### src/rtl/mm_pkg.sv
// shared types, codes and defaults for the matrix multiply block
// no dependencies
`default_nettype none

package mm_pkg;

  localparam int DIM_W          = 4;   // size registers
  localparam int IDX_W          = 3;   // row and column fields
  localparam int SUM_W          = 35;  // q5.30 result
  localparam int MAX_DIM_DEF    = 8;
  localparam int ELEM_WIDTH_DEF = 16;

  typedef enum logic [1:0] {
    OP_WRITE_A = 2'd0,
    OP_WRITE_B = 2'd1,
    OP_COMPUTE = 2'd2,
    OP_NONE    = 2'd3
  } op_e;

  typedef enum logic [1:0] {
    REG_ROWS  = 2'd0,
    REG_INNER = 2'd1,
    REG_COLS  = 2'd2,
    REG_NONE  = 2'd3
  } reg_e;

  typedef enum logic [1:0] {
    SEQ_IDLE,
    SEQ_RUN,
    SEQ_DRAIN
  } seq_state_e;

  // control that travels alongside one multiply-accumulate step
  typedef struct packed {
    logic             valid;
    logic             first;  // first step of a dot product
    logic             final_step;  // last step, result goes out
    logic             zero;   // empty inner dimension, product counts as zero
    logic [IDX_W-1:0] row;
    logic [IDX_W-1:0] col;
    logic             last;   // final element of the whole product
  } step_t;

  function automatic logic [DIM_W-1:0] clamp_dim(input logic [DIM_W-1:0] v,
                                                 input logic [DIM_W-1:0] lim);
    clamp_dim = (v > lim) ? lim : v;
  endfunction

endpackage

`default_nettype wire

### src/rtl/mm_ram.sv
// generic simple dual-port ram, one write port, one registered read port
// no dependencies
`default_nettype none

module mm_ram #(
  parameter int WIDTH = 16,
  parameter int DEPTH = 64,
  localparam int AddrW = (DEPTH > 1) ? $clog2(DEPTH) : 1
) (
  input  logic             clk_i,
  input  logic             we_i,
  input  logic [AddrW-1:0] waddr_i,
  input  logic [WIDTH-1:0] wdata_i,
  input  logic [AddrW-1:0] raddr_i,
  output logic [WIDTH-1:0] rdata_o
);

  logic [WIDTH-1:0] mem_q [DEPTH];
  logic [WIDTH-1:0] rdata_q;

  always_ff @(posedge clk_i) begin
    if (we_i) begin
      mem_q[waddr_i] <= wdata_i;
    end
    rdata_q <= mem_q[raddr_i];
  end

  assign rdata_o = rdata_q;

endmodule

`default_nettype wire

### src/rtl/mm_seq.sv
// compute sequencer: walks column, row and inner index, issues ram reads
// depends on mm_pkg
`default_nettype none

module mm_seq import mm_pkg::*; #(
  parameter int MAX_DIM = MAX_DIM_DEF,
  localparam int AddrW = (MAX_DIM * MAX_DIM > 1) ? $clog2(MAX_DIM * MAX_DIM) : 1
) (
  input  logic             clk_i,
  input  logic             rst_ni,
  input  logic             go_i,       // compute request accepted
  input  logic [DIM_W-1:0] nr_i,
  input  logic [DIM_W-1:0] nk_i,
  input  logic [DIM_W-1:0] nc_i,
  input  logic             pipe_busy_i,
  output logic             busy_o,
  output step_t            step_o,
  output logic [AddrW-1:0] raddr_a_o,
  output logic [AddrW-1:0] raddr_b_o
);

  seq_state_e state_q, state_d;
  logic [IDX_W-1:0] m_q, m_d, i_q, i_d, j_q, j_d;
  logic issue, zero_k, m_end, i_end, j_end;

  assign zero_k = (nk_i == '0);
  assign m_end  = zero_k || (({1'b0, m_q} + DIM_W'(1)) == nk_i);
  assign i_end  = (({1'b0, i_q} + DIM_W'(1)) == nr_i);
  assign j_end  = (({1'b0, j_q} + DIM_W'(1)) == nc_i);

  // next state
  always_comb begin
    state_d = state_q;
    case (state_q)
      SEQ_IDLE: begin
        if (go_i && nr_i != '0 && nc_i != '0) begin
          state_d = SEQ_RUN;
        end
      end
      SEQ_RUN: begin
        if (m_end && i_end && j_end) begin
          state_d = SEQ_DRAIN;
        end
      end
      SEQ_DRAIN: begin
        if (!pipe_busy_i) begin
          state_d = SEQ_IDLE;
        end
      end
      default: state_d = SEQ_IDLE;
    endcase
  end

  // outputs
  always_comb begin
    issue  = 1'b0;
    busy_o = 1'b1;
    case (state_q)
      SEQ_IDLE:  busy_o = 1'b0;
      SEQ_RUN:   issue  = 1'b1;
      SEQ_DRAIN: issue  = 1'b0;
      default:   busy_o = 1'b1;
    endcase
  end

  always_comb begin
    m_d = m_q;
    i_d = i_q;
    j_d = j_q;
    if (state_q == SEQ_IDLE) begin
      m_d = '0;
      i_d = '0;
      j_d = '0;
    end else if (issue) begin
      if (m_end) begin
        m_d = '0;
        if (i_end) begin
          i_d = '0;
          j_d = j_q + IDX_W'(1);
        end else begin
          i_d = i_q + IDX_W'(1);
        end
      end else begin
        m_d = m_q + IDX_W'(1);
      end
    end
  end

  always_ff @(posedge clk_i or negedge rst_ni) begin
    if (!rst_ni) begin
      state_q <= SEQ_IDLE;
      m_q     <= '0;
      i_q     <= '0;
      j_q     <= '0;
    end else begin
      state_q <= state_d;
      m_q     <= m_d;
      i_q     <= i_d;
      j_q     <= j_d;
    end
  end

  assign step_o.valid      = issue;
  assign step_o.first      = (m_q == '0);
  assign step_o.final_step = m_end;
  assign step_o.zero       = zero_k;
  assign step_o.row        = i_q;
  assign step_o.col        = j_q;
  assign step_o.last       = m_end && i_end && j_end;

  assign raddr_a_o = AddrW'(int'(i_q) * MAX_DIM + int'(m_q));
  assign raddr_b_o = AddrW'(int'(m_q) * MAX_DIM + int'(j_q));

endmodule

`default_nettype wire

### src/rtl/mm_mac.sv
// multiply-accumulate datapath: product stage, accumulator, result register
// depends on mm_pkg
`default_nettype none

module mm_mac import mm_pkg::*; #(
  parameter int ELEM_WIDTH = ELEM_WIDTH_DEF
) (
  input  logic                  clk_i,
  input  logic                  rst_ni,
  input  step_t                 step_i,
  input  logic [ELEM_WIDTH-1:0] a_i,   // ram data, arrives in the cycle after issue
  input  logic [ELEM_WIDTH-1:0] b_i,
  output logic                  pipe_busy_o,
  output logic                  out_valid_o,
  output logic [IDX_W-1:0]      out_row_o,
  output logic [IDX_W-1:0]      out_col_o,
  output logic [SUM_W-1:0]      sum_o,
  output logic                  last_o
);

  localparam int ProdW = 2 * ELEM_WIDTH;
  localparam int ExtW  = (ProdW > SUM_W) ? ProdW : SUM_W;

  step_t s1_q, s2_q;
  logic signed [ProdW-1:0] prod;
  logic signed [ExtW-1:0]  prod_ext;
  logic [SUM_W-1:0] prod_d, prod_q, acc_q, sum_d;
  logic out_valid_q, last_q;
  logic [IDX_W-1:0] row_q, col_q;
  logic [SUM_W-1:0] sum_q;

  assign prod     = $signed(a_i) * $signed(b_i);
  assign prod_ext = ExtW'(prod);
  // sums wrap modulo 2^35
  assign prod_d   = s1_q.zero ? '0 : prod_ext[SUM_W-1:0];
  assign sum_d    = s2_q.first ? prod_q : acc_q + prod_q;

  always_ff @(posedge clk_i or negedge rst_ni) begin
    if (!rst_ni) begin
      s1_q        <= '0;
      s2_q        <= '0;
      out_valid_q <= 1'b0;
    end else begin
      s1_q        <= step_i;
      s2_q        <= s1_q;
      out_valid_q <= s2_q.valid && s2_q.final_step;
    end
  end

  always_ff @(posedge clk_i) begin
    prod_q <= prod_d;
    if (s2_q.valid) begin
      acc_q <= sum_d;
    end
    if (s2_q.valid && s2_q.final_step) begin
      sum_q  <= sum_d;
      row_q  <= s2_q.row;
      col_q  <= s2_q.col;
      last_q <= s2_q.last;
    end
  end

  assign pipe_busy_o = s1_q.valid || s2_q.valid;
  assign out_valid_o = out_valid_q;
  assign out_row_o   = row_q;
  assign out_col_o   = col_q;
  assign sum_o       = sum_q;
  assign last_o      = out_valid_q && last_q;

endmodule

`default_nettype wire

### src/rtl/matrix_multiply.sv
// matrix multiply top level: size registers, element stores, sequencer, mac
// depends on mm_pkg, mm_ram, mm_seq, mm_mac
//
// channel   signals                                             direction
// request   start, busy, operation_i, row_index_i, col_index_i,
//           element_value_i                                     in
// result    out_valid_o, out_row_o, out_col_o, sum_value_o,
//           last_element_o                                      out
// config    cfg_valid_i, cfg_ready_o, cfg_index_i, cfg_data_i   in
//
// a load request writes at most one ram entry; busy stays low.
// a compute request keeps busy high while max(inner,1)*rows*cols read pairs
// issue, one ram read pair per cycle, and while the pipeline drains.
// results pass the ram read, product and result registers after their last read, one strobe per element.
// reset clears the size registers to 8 and the control; the stores are not
// cleared. the receiver cannot stall, config is always ready.
`default_nettype none

module matrix_multiply import mm_pkg::*; #(
  parameter int MAX_DIM    = MAX_DIM_DEF,
  parameter int ELEM_WIDTH = ELEM_WIDTH_DEF
) (
  input  logic                  clk_i,
  input  logic                  rst_ni,
  input  logic                  start,
  output logic                  busy,
  input  logic [1:0]            operation_i,
  input  logic [IDX_W-1:0]      row_index_i,
  input  logic [IDX_W-1:0]      col_index_i,
  input  logic [ELEM_WIDTH-1:0] element_value_i,
  output logic                  out_valid_o,
  output logic [IDX_W-1:0]      out_row_o,
  output logic [IDX_W-1:0]      out_col_o,
  output logic [SUM_W-1:0]      sum_value_o,
  output logic                  last_element_o,
  input  logic                  cfg_valid_i,
  output logic                  cfg_ready_o,
  input  logic [1:0]            cfg_index_i,
  input  logic [DIM_W-1:0]      cfg_data_i
);

  localparam int Depth = MAX_DIM * MAX_DIM;
  localparam int AddrW = (Depth > 1) ? $clog2(Depth) : 1;

  logic [DIM_W-1:0] rows_q, inner_q, cols_q;
  logic [DIM_W-1:0] nr, nk, nc;
  logic accept, go, we_a, we_b, pipe_busy;
  logic [AddrW-1:0] waddr, raddr_a, raddr_b;
  logic [ELEM_WIDTH-1:0] rdata_a, rdata_b;
  step_t step;
  op_e op;

  assign cfg_ready_o = 1'b1;

  always_ff @(posedge clk_i or negedge rst_ni) begin
    if (!rst_ni) begin
      rows_q  <= DIM_W'(8);
      inner_q <= DIM_W'(8);
      cols_q  <= DIM_W'(8);
    end else if (cfg_valid_i) begin
      case (reg_e'(cfg_index_i))
        REG_ROWS:  rows_q  <= cfg_data_i;
        REG_INNER: inner_q <= cfg_data_i;
        REG_COLS:  cols_q  <= cfg_data_i;
        default:   rows_q  <= rows_q;
      endcase
    end
  end

  assign nr = clamp_dim(rows_q, DIM_W'(MAX_DIM));
  assign nk = clamp_dim(inner_q, DIM_W'(MAX_DIM));
  assign nc = clamp_dim(cols_q, DIM_W'(MAX_DIM));

  assign op     = op_e'(operation_i);
  assign accept = start && !busy;
  assign go     = accept && (op == OP_COMPUTE);
  // writes outside the configured sizes are dropped
  assign we_a   = accept && (op == OP_WRITE_A) &&
                  ({1'b0, row_index_i} < nr) && ({1'b0, col_index_i} < nk);
  assign we_b   = accept && (op == OP_WRITE_B) &&
                  ({1'b0, row_index_i} < nk) && ({1'b0, col_index_i} < nc);
  assign waddr  = AddrW'(int'(row_index_i) * MAX_DIM + int'(col_index_i));

  mm_ram #(.WIDTH(ELEM_WIDTH), .DEPTH(Depth)) u_store_a (
    .clk_i   (clk_i),
    .we_i    (we_a),
    .waddr_i (waddr),
    .wdata_i (element_value_i),
    .raddr_i (raddr_a),
    .rdata_o (rdata_a)
  );

  mm_ram #(.WIDTH(ELEM_WIDTH), .DEPTH(Depth)) u_store_b (
    .clk_i   (clk_i),
    .we_i    (we_b),
    .waddr_i (waddr),
    .wdata_i (element_value_i),
    .raddr_i (raddr_b),
    .rdata_o (rdata_b)
  );

  mm_seq #(.MAX_DIM(MAX_DIM)) u_seq (
    .clk_i       (clk_i),
    .rst_ni      (rst_ni),
    .go_i        (go),
    .nr_i        (nr),
    .nk_i        (nk),
    .nc_i        (nc),
    .pipe_busy_i (pipe_busy),
    .busy_o      (busy),
    .step_o      (step),
    .raddr_a_o   (raddr_a),
    .raddr_b_o   (raddr_b)
  );

  mm_mac #(.ELEM_WIDTH(ELEM_WIDTH)) u_mac (
    .clk_i       (clk_i),
    .rst_ni      (rst_ni),
    .step_i      (step),
    .a_i         (rdata_a),
    .b_i         (rdata_b),
    .pipe_busy_o (pipe_busy),
    .out_valid_o (out_valid_o),
    .out_row_o   (out_row_o),
    .out_col_o   (out_col_o),
    .sum_o       (sum_value_o),
    .last_o      (last_element_o)
  );

  // stores are never written while a compute reads them
  a_no_write_in_compute: assert property (@(posedge clk_i) disable iff (!rst_ni)
    (we_a || we_b) |-> !busy)
    else $error("element write during compute");

  // busy only rises after an accepted request
  a_busy_cause: assert property (@(posedge clk_i) disable iff (!rst_ni)
    $rose(busy) |-> $past(start))
    else $error("busy rose without a request");

  // the final element ends a product, no result directly follows it
  a_last_alone: assert property (@(posedge clk_i) disable iff (!rst_ni)
    last_element_o |=> !out_valid_o)
    else $error("result right after final element");

  // last flag only appears with the strobe
  a_last_strobe: assert property (@(posedge clk_i) disable iff (!rst_ni)
    last_element_o |-> out_valid_o && $past(busy))
    else $error("last flag without a result");

endmodule

`default_nettype wire

### config.mk
export PLATFORM = sky130hd
export DESIGN_NAME = matrix_multiply
export DESIGN_NICKNAME = d
export VERILOG_FILES = /design/src/rtl/mm_pkg.sv /design/src/rtl/mm_ram.sv /design/src/rtl/mm_seq.sv /design/src/rtl/mm_mac.sv /design/src/rtl/matrix_multiply.sv
export SDC_FILE = /design/constraint.sdc
export NUM_CORES = 2
export LEC_CHECK = 0
export BUFFER_PORTS_ARGS = -buffer_cell sky130_fd_sc_hd__buf_2
export CELL_PAD_IN_SITES_DETAIL_PLACEMENT = 0
export CELL_PAD_IN_SITES_GLOBAL_PLACEMENT = 1
export CORE_MARGIN = 10
export CORE_UTILIZATION = 30
export CTS_CLUSTER_SIZE = 10
export DETAILED_ROUTE_END_ITERATION = 6
export GPL_ROUTABILITY_DRIVEN = 0
export PLACE_DENSITY = 0.49
export SLEW_MARGIN = 20
export SYNTH_ARGS = -nofsm -noshare
export SYNTH_HDL_FRONTEND = slang
export SYNTH_SLANG_ARGS = --single-unit
### constraint.sdc
create_clock -name clk_i -period 17.88 [get_ports clk_i]
set_input_delay 1.788 -clock clk_i [delete_from_list [all_inputs] [get_ports clk_i]]
set_output_delay 1.788 -clock clk_i [all_outputs]
set_load 0.005 [all_outputs]
==> impl_metrics.json <==
{
  "status": "complete, no violations",
  "die_w_um": 586,
  "hp-class": "register to register",
  "cts.repair.resized": 0,
  "area.growth.synth_to_final_pct": 14.4,
  "maximum_number_of_pins_on_one_net_before_global_route_repair": 123,
  "setup.reg_to_reg.worst_slack_ns": 11.21,
  "placementRows": 207,
  "synth-seq-cells": 2234,
  "cp-startpoint": "u_store_a.rdata_o[7]$_DFF_P_",
  "dr.first_iter.drc_count": 3597,
  "clock-root-buffer": "clkbuf_16",
  "critical_path.reg2reg.endpoint": "u_mac.prod_q[28]$_SDFF_PP0_",
  "instances_no_fill": 9780,
  "wire_length_reported_by_the_detailed_router_um": 265000,
  "synth_enable_flop_cells": 2125,
  "numPortBuffers": 77,
  "path_class": "register to register",
  "most_used_flip_flop_cell_after_synthesis": "edfxtp_1",
  "timing.clock.skew_ns": 0.0669,
  "path_clk_slew_ns": 0.06,
  "worst_pin_slew_ns": 1.11,
  "critical_path_required_ns": 18.59,
  "timing.final.crit_period_ns": 6.67,
  "postCtsHoldBufs": 0,
  "firstDrtPassIters": 6,
  "synthesis.instances": 5201,
  "grt_total_usage": 0.152,
  "cts_inserted_buffers": 272,
  "route.detailed.vias_per_inst": 4.89,
  "grt_setup_unrepaired": "false",
  "cts_setup_buffers": 0,
  "layout.nets": 5885,
  "finalCritPeriodShare": 0.373,
  "dp_cells": 9366,
  "worst_skew_pair.late_latency_ns": 0.89,
  "final-max-slew-violation-count": 0,
  "max_cap_violations": 0,
  "die-area_sq_um": 344000,
  "design.portCount": 79,
  "detailroute.via_count": 47800,
  "tritoncts_clock_tree": "yes",
  "crit-reg2reg-launch": "u_store_a.rdata_o[7]$_DFF_P_",
  "fin_setup_tns_ns": 0,
  "globalRoute.totalOverflow": 0,
  "cp-start-kind": "register",
  "cts.sink_count": 2234,
  "postLayoutSetupSlackWorst_ns": 11.21,
  "netlist-cell-type-count": 74,
  "clk_path_buf_depth": 4,
  "initial_utilization": 0.302,
  "synthesis.area_per_instance_sq_um": 18.5,
  "final_antenna_net_count": 0,
  "drive_above_1_share": 0.201,
  "worstSetupEndpoint": "u_mac.prod_q[28]$_SDFF_PP0_",
  "route.detailed.drc": 0,
  "asyncSetResetFlopFracSynth": 0.0201,
  "seq_area_frac_synth": 0.689,
  "syn-num-nets": 5626,
  "final.fill_count": 30000,
  "synth-warning-count": 0,
  "wire_per_inst_um": 27.1,
  "path_max_fanout": 16,
  "syn_area_sq_um": 96100,
  "whs_path_depth": 0,
  "ff2ff_path_depth": 22,
  "initial_antenna_violation_count": 30,
  "fp.coreArea_sq_um": 319000,
  "timing_hold_violations_final": 0,
  "via_count_of_the_first_global_routing_pass": 49900,
  "h-tree-depth": 5,
  "worst_setup_path_end_kind": "register",
  "post-dp-hpwl_um": 161000,
  "setup_viol": 0,
  "slew_headroom": 0.260,
  "fp.dieH_um": 586,
  "cp_data_arrival_time_ns": 7.38,
  "fmax_mhz": 150,
  "place_ws_ns": 11.15,
  "global_route_wire_length_before_repair_um": 381000
}
[cell usage after synthesis, types with 32 or more instances]
cell type | n | area share
ha_1 | 128 | 0.017
xor2_1 | 34 | 0.0031
nand3_1 | 32 | 0.0017
xnor2_1 | 38 | 0.0035
inv_1 | 300 | 0.012
o22ai_1 | 66 | 0.0043
mux2i_1 | 264 | 0.027
o21ai_0 | 59 | 0.0031
dfrtp_1 | 42 | 0.011
and2_1 | 126 | 0.0082
clkbuf_1 | 163 | 0.0064
dfxtp_1 | 64 | 0.013
edfxtp_1 | 2125 | 0.66
nor2_1 | 200 | 0.0078
mux4_2 | 479 | 0.11
nand2_1 | 257 | 0.010
fa_1 | 263 | 0.055
a21oi_1 | 120 | 0.0062
buf_2 | 47 | 0.0024
o221ai_1 | 129 | 0.012
[worst max-delay path, stage by stage, from the launching register on]
cell      delay [ns]
dfxtp_1         0.80
nand2_1         0.17
fa_1            0.56
inv_1           0.05
fa_1            0.50
inv_1           0.06
fa_1            0.54
inv_1           0.05
fa_1            0.47
fa_1            0.49
inv_1           0.05
fa_1            0.48
inv_1           0.05
ha_1            0.35
o21ai_0         0.18
nor2_1          0.08
o31ai_1         0.23
o211ai_1        0.23
a211o_1         0.39
a221o_1         0.38
a21oi_1         0.19
xor2_1          0.17
nor2_1          0.06
[area by class of cell]
class,count,area (sq um),share of cell area
Inverter,302,1140,0.0103
Clock inverter,45,443,0.00403
Sequential cell,2234,66200,0.603
Antenna cell,14,35.0,0.000319
Tap cell,4180,5230,0.0476
Clock buffer,355,7290,0.0663
Timing Repair Buffer,238,1690,0.0153
Multi-Input combinational cell,2412,27900,0.254
[registers in the layout, indices dropped and copies added (netlist names), 4 cells and up]
register and count:
inner_q 4, cols_q 4, rows_q 4, u_mac.s2_q 10, u_store_a.mem_q 1024, u_mac.sum_o 35
u_mac.s1_q 11, u_store_a.rdata_o 16, u_store_b.mem_q 1024, u_mac.acc_q 35, u_mac.prod_q 32, u_store_b.rdata_o 16
[how the worst min path moves through the flow]
stage | from | to | slack (ns)
5_1_grt | u_mac.s1_q[1]$_DFF_PN0_ | u_mac.s2_q[1]$_DFF_PN0_ | 0.35
3_3_place_gp | u_mac.s1_q[6]$_DFF_PN0_ | u_mac.s2_q[6]$_DFF_PN0_ | 0.33
4_1_cts | u_mac.s1_q[1]$_DFF_PN0_ | u_mac.s2_q[1]$_DFF_PN0_ | 0.35
2_1_floorplan | u_mac.s1_q[0]$_DFF_PN0_ | u_mac.s2_q[0]$_DFF_PN0_ | 0.33
3_5_place_dp | u_mac.s1_q[1]$_DFF_PN0_ | u_mac.s2_q[1]$_DFF_PN0_ | 0.33
6_report | u_mac.s1_q[3]$_DFF_PN0_ | u_mac.s2_q[3]$_DFF_PN0_ | 0.35
[layer usage]
layer | track usage | part of all wire
met1 | 0.218 | 0.46
met2 | 0.243 | 0.47
met3 | 0.0243 | 0.048
met5 | 0 | 0.00023
met4 | 0.0344 | 0.022
[layout by cell type, fill, tap and decap left out, types with 13 or more instances in the layout]
cell and count:
dfrtp_1 34, o21ai_0 59, mux2_2 17, nor2_2 30, diode_2 14, ha_1 128
mux4_2 479, nor2_1 152, buf_2 60, xor2_1 34, buf_4 174, edfxtp_1 2125
nand2_1 255, o22ai_1 66, clkbuf_16 278, o221ai_1 129, nand3_1 31, fa_1 263
and2_1 125, dfxtp_1 64, nand2b_1 25, nor2_4 18, a21oi_1 120, clkbuf_1 73
mux2i_1 264, xnor2_1 38, nor2b_1 13, a21o_1 27, inv_1 299
[kinds of logic after synthesis]
group | synth area share
fa+ha+maj | 0.0714
compound gates | 0.0335
other cells | 0.0000390
mux | 0.142
flops | 0.689
simple gates | 0.0344
xor+xnor | 0.00656
buf+inv | 0.0236
[per-stage QoR]
step	area [sq um]	hold slack (ns)	utilization
floorplan	96100	0.331	-
global placement	102000	0.331	0.321
detailed placement	102000	0.335	0.321
CTS	110000	0.346	0.345
global route	110000	0.353	0.345
finish	110000	0.345	0.345
Power is not shown: default switching activity piles up to over one toggle a cycle in this logic, so the estimate is an artifact.
